===== config.mk =====
export PLATFORM = sky130hd
export DESIGN_NAME = gbs_ctrl
export DESIGN_NICKNAME = d
export VERILOG_FILES = /design/src/rtl/core/gbs_pkg.sv /design/src/rtl/core/gbs_ctrl.sv
export SDC_FILE = /design/constraint.sdc
export NUM_CORES = 1
export LEC_CHECK = 0
export ABC_AREA = 0
export BUFFER_PORTS_ARGS = -buffer_cell sky130_fd_sc_hd__buf_4
export CORE_UTILIZATION = 40
export CTS_CLUSTER_DIAMETER = 60
export CTS_CLUSTER_SIZE = 14
export DETAILED_ROUTE_END_ITERATION = 8
export PLACE_DENSITY_LB_ADDON = 0.08
export SLEW_MARGIN = 20
export SYNTH_ARGS = -nofsm -noshare
export SYNTH_HDL_FRONTEND = slang
export SYNTH_SLANG_ARGS = --single-unit

===== constraint.sdc =====
create_clock -name clk -period 2.4 [get_ports clk]
set_input_delay 0.12 -clock clk [delete_from_list [all_inputs] [get_ports clk]]
set_output_delay 0.12 -clock clk [all_outputs]
set_load 0.02 [all_outputs]

===== src/rtl/core/gbs_pkg.sv =====
// ----------------------------------------------------------------------------
// gbs_pkg
// shared types and constants of the greedy box suppression unit
// ----------------------------------------------------------------------------
package gbs_pkg;

  localparam int IDX_W     = 6;
  localparam int CNT_W     = 7;
  localparam int SCORE_W   = 16;
  localparam int FIELD_W   = 16;
  localparam int CFG_IDX_W = 2;
  localparam int CFG_W     = 16;

  localparam logic [CFG_IDX_W-1:0] REG_IOU_THR   = 2'd0;
  localparam logic [CFG_IDX_W-1:0] REG_SCORE_THR = 2'd1;

  localparam logic [CFG_W-1:0] IOU_THR_RST   = 16'd32768;
  localparam logic [CFG_W-1:0] SCORE_THR_RST = 16'd0;

  // controller to datapath
  typedef struct packed {
    logic             load;
    logic             sc_init;
    logic             sc_issue;
    logic             cor_issue;
    logic             cap_a;
    logic             keep;
    logic             finish;
    logic [IDX_W-1:0] addr;
  } gbs_cmd_t;

  // datapath to controller
  typedef struct packed {
    logic [CNT_W-1:0] count;
    logic [IDX_W-1:0] best_idx;
    logic             keep_ok;
    logic             pipe_busy;
  } gbs_stat_t;

endpackage


===== src/rtl/core/gbs_ctrl.sv =====
// ----------------------------------------------------------------------------
// gbs_ctrl
// sequencer for loading, best-score search and overlap suppression passes
// ----------------------------------------------------------------------------
module gbs_ctrl (
  input  logic               clk,
  input  logic               rst_n,
  input  logic               start,
  input  logic               final_box,
  input  gbs_pkg::gbs_stat_t stat,
  output gbs_pkg::gbs_cmd_t  cmd,
  output logic               busy
);
  import gbs_pkg::*;

  typedef enum logic [6:0] {
    ST_IDLE   = 7'b0000001,
    ST_SRCH   = 7'b0000010,
    ST_SWAIT  = 7'b0000100,
    ST_DECIDE = 7'b0001000,
    ST_RDA    = 7'b0010000,
    ST_SUPP   = 7'b0100000,
    ST_SDRAIN = 7'b1000000
  } state_t;

  state_t           state_r, state_nxt;
  logic [CNT_W-1:0] cnt_r, cnt_nxt;
  logic [CNT_W-1:0] cnt_inc;

  assign cnt_inc = cnt_r + CNT_W'(1);
  assign busy    = (state_r != ST_IDLE);

  always_comb begin
    cmd       = '0;
    state_nxt = state_r;
    cnt_nxt   = cnt_r;
    unique case (state_r)
      ST_IDLE: begin
        if (start) begin
          cmd.load = 1'b1;
          if (final_box) begin
            state_nxt = ST_SRCH;
            cnt_nxt   = '0;
          end
        end
      end
      ST_SRCH: begin
        cmd.sc_issue = 1'b1;
        cmd.sc_init  = (cnt_r == '0);
        cmd.addr     = cnt_r[IDX_W-1:0];
        if (cnt_inc >= stat.count) begin
          state_nxt = ST_SWAIT;
        end else begin
          cnt_nxt = cnt_inc;
        end
      end
      ST_SWAIT: begin
        state_nxt = ST_DECIDE;
      end
      ST_DECIDE: begin
        if (stat.keep_ok) begin
          cmd.keep  = 1'b1;
          state_nxt = ST_RDA;
        end else begin
          cmd.finish = 1'b1;
          state_nxt  = ST_IDLE;
        end
      end
      ST_RDA: begin
        // fetch the kept box corners
        cmd.addr  = stat.best_idx;
        state_nxt = ST_SUPP;
        cnt_nxt   = '0;
      end
      ST_SUPP: begin
        cmd.cor_issue = 1'b1;
        cmd.cap_a     = (cnt_r == '0);
        cmd.addr      = cnt_r[IDX_W-1:0];
        if (cnt_inc >= stat.count) begin
          state_nxt = ST_SDRAIN;
        end else begin
          cnt_nxt = cnt_inc;
        end
      end
      ST_SDRAIN: begin
        if (!stat.pipe_busy) begin
          state_nxt = ST_SRCH;
          cnt_nxt   = '0;
        end
      end
      default: begin
        state_nxt = ST_IDLE;
      end
    endcase
  end

  always_ff @(posedge clk) begin
    if (!rst_n) begin
      state_r <= ST_IDLE;
      cnt_r   <= '0;
    end else begin
      state_r <= state_nxt;
      cnt_r   <= cnt_nxt;
    end
  end

endmodule


==> results.json <==
{
  "cts_tree": "done",
  "grt_pass1_wl_um": 5150,
  "cts.reportedPaths.clkPinSlew_ps": 100,
  "crit_chain": "ha_4 > nand3_4 > xnor2_1 > ha_1 > a211oi_2 > nor2_2 > a211oi_4 > o21bai_4 > or3b_1 > a21oi_2",
  "synthXorXnorAreaFrac": 0.0645,
  "power_density_nw_per_um2": 582,
  "die_y_um": 54.1,
  "synth_top_family_by_area": "simple AND/OR/NAND/NOR gates",
  "hold_buffers": 0,
  "path_class": "reg -> reg",
  "relSlewSlack": 0.645,
  "first_iter_violations": 29,
  "root_buffer": "clkbuf_4",
  "drc": 0,
  "synthAdderAreaFrac": 0.104,
  "peakVddDrop_mv": 0.457,
  "die-area_um2": 2930,
  "mostFrequentLayoutCells": "buf_4 (57), nand2_1 (22), nor2_1 (14)",
  "cts_sinks": 14,
  "clk_latency_ps": 290,
  "syn_nets": 172,
  "min_path_type": "in -> reg",
  "hold_ws_ps": 82.5,
  "cp-start-kind": "register",
  "setup_viol": 1,
  "cts_max_path_buffers": 2,
  "worst_pin_slew_ps": 526,
  "cts_buffers": 3,
  "area_growth_pct": 53.2,
  "setup_ws_ps": -2.20,
  "min_period_ps": 2400,
  "seq_area_um2": 290,
  "finalPower_uw": 969,
  "start_util": 0.431,
  "portBuffers": 32,
  "crit_fanout": 6,
  "wl_per_cell_um": 14.3,
  "io_pins": 33,
  "cap_violations": 0,
  "antenna_found_initial": 0,
  "tns_ps": -2.20,
  "synth_cell_types": 35,
  "final_nets": 231,
  "layout_commonest_cell": "buf_4",
  "htreeDepth": 1,
  "multi_input_area_um2": 827,
  "endpoint_kind": "register",
  "n_antenna_cell": 0,
  "cp.arrival_ps": 2630,
  "wl_met2_um": 1620,
  "fin_skew_ps": 5.08,
  "nFillCells": 229,
  "ys_ff_latch": 14,
  "routed_via_density": 5.28,
  "row_count": 18,
  "max_stage_delay_ps": 390,
  "grt_pass1_vias": 1161,
  "synthMuxAreaShare": 0,
  "period_share": 1.00,
  "synth_flop_cell": "dfxtp_1",
  "stdcell_count": 232,
  "dp_cells": 222,
  "hold_viol_final": 0,
  "cp_slowest_cell": "dfxtp_4",
  "grt_max_degree": 9,
  "avgSynthCellArea_um2": 7.54,
  "max_freq_mhz": 416,
  "async_reset_ff_frac": 0,
  "status": "finished with violations",
  "drive_gt1_frac": 0.416,
  "via_count": 1225,
  "synthSimpleGateAreaFrac": 0.339,
  "netlist_instances": 144,
  "grtUsageTotal": 0.246,
  "rsz0062_at_grt": "yes",
  "ys_seq_area_frac": 0.258,
  "synth_area_um2": 1090,
  "coreArea_um2": 2520,
  "dieWidth_um": 54.1,
  "gp_congestion": 0.848,
  "drv_slew": 0,
  "drtPass1Iterations": 4,
  "p_leak_uw": 0.000775,
  "dp_hpwl_um": 2310,
  "drt_wl_total_um": 3330,
  "met1_length_um": 1460,
  "cp.required_ps": 2630,
  "synth_warnings": 0,
  "synth-compound-area-share": 0.180,
  "topRoutingLayerUsed": "met4",
  "wl_met3_um": 177,
  "failed_checks": "setup timing",
  "overflow": 0,
  "ant_nets": 0,
  "synth_edf_count": 0
}
## final cells by class
class	instances	share of cell area
clock buffer	4	0.0218
inverter	12	0.0271
multi-input combinational	115	0.497
sequential	14	0.174
tap	30	0.0226
timing repair buffer	57	0.257
## synth_stat cells, drive strengths merged (2+ instances only)
cell	number	area, um^2
and3	2	12.5
nand3b	2	15.0
ha	9	113
dfxtp	14	280
xnor2	4	35.0
nor2	17	63.8
or2	2	12.5
inv	12	45.0
nor4	2	27.5
a22o	4	35.0
or3b	2	17.5
a21oi	8	40.0
nor2b	3	18.8
xor2	4	35.0
and2	2	12.5
a211oi	2	27.5
nand2	22	82.6
clkbuf	2	7.51
nand3	6	35.0
nor3b	2	15.0
o21ai	10	50.1
nor3	3	15.0
## power breakdown
part / leakage (uW) / switching, uW / internal (uW)
sequential: 0.000116 / 31.6 / 251
clock: 0.0000210 / 88.9 / 92.5
combinational: 0.000638 / 276 / 228
## routing by layer
metal / GRT usage / vias up
li1: - / 611
met3: 0.0395 / 8
met4: 0.0812 / 0
met2: 0.401 / 41
met1: 0.327 / 565
met5: 0 / -
## critical path, delay by kind of cell, from the launching register on
kind            cells  cell delay [ps]
flops               1              390
fa+ha+maj           2              480
compound gates      4              760
xor+xnor            1              140
simple gates        3              570
## worst paths after layout
| check | start | endpoint | slack [ps] | depth (start not counted) |
|---|---|---|---|---|
| setup / recovery | cnt_r[1]$_SDFFE_PN0P_ | cnt_r[5]$_SDFFE_PN0P_ | -2 | 10 |
| hold / removal | rst_n | state_r[5]$_SDFFE_PN0P_ | 80 | 2 |
| setup reg to reg | cnt_r[1]$_SDFFE_PN0P_ | cnt_r[5]$_SDFFE_PN0P_ | -2 | 10 |
| hold reg to reg | cnt_r[6]$_SDFFE_PN0P_ | cnt_r[6]$_SDFFE_PN0P_ | 520 | 2 |
## flip-flops by register name (all words and copies together), names as in the netlist
name / flops
cnt_r: 7
state_r: 7
## stage by stage
stage          setup WS (ps)  utilization  instance area [um^2]
6_report               -2.20        0.660                  1660
5_1_grt                -87.1        0.660                  1660
4_1_cts                 16.2        0.631                  1590
3_5_place_dp           -70.6        0.595                  1500
3_3_place_gp           -23.5        0.595                  1500
2_1_floorplan           14.9            -                  1100
## timing repair
item,4_1_cts,5_1_grt
endpoints found under the setup margin,7,11
buffers inserted,2,4
pin swaps,2,5
resized for setup,9,13
## kinds of logic after synthesis
| group | after synthesis |
|---|---|
| and+or+nand+nor | 70 |
| adders and majority gates | 9 |
| xor gates and xnor gates | 8 |
| buffers and inverters | 15 |
| DFF | 14 |
| AOI/OAI and AO/OA | 28 |
(Power assumes the default switching activity.)
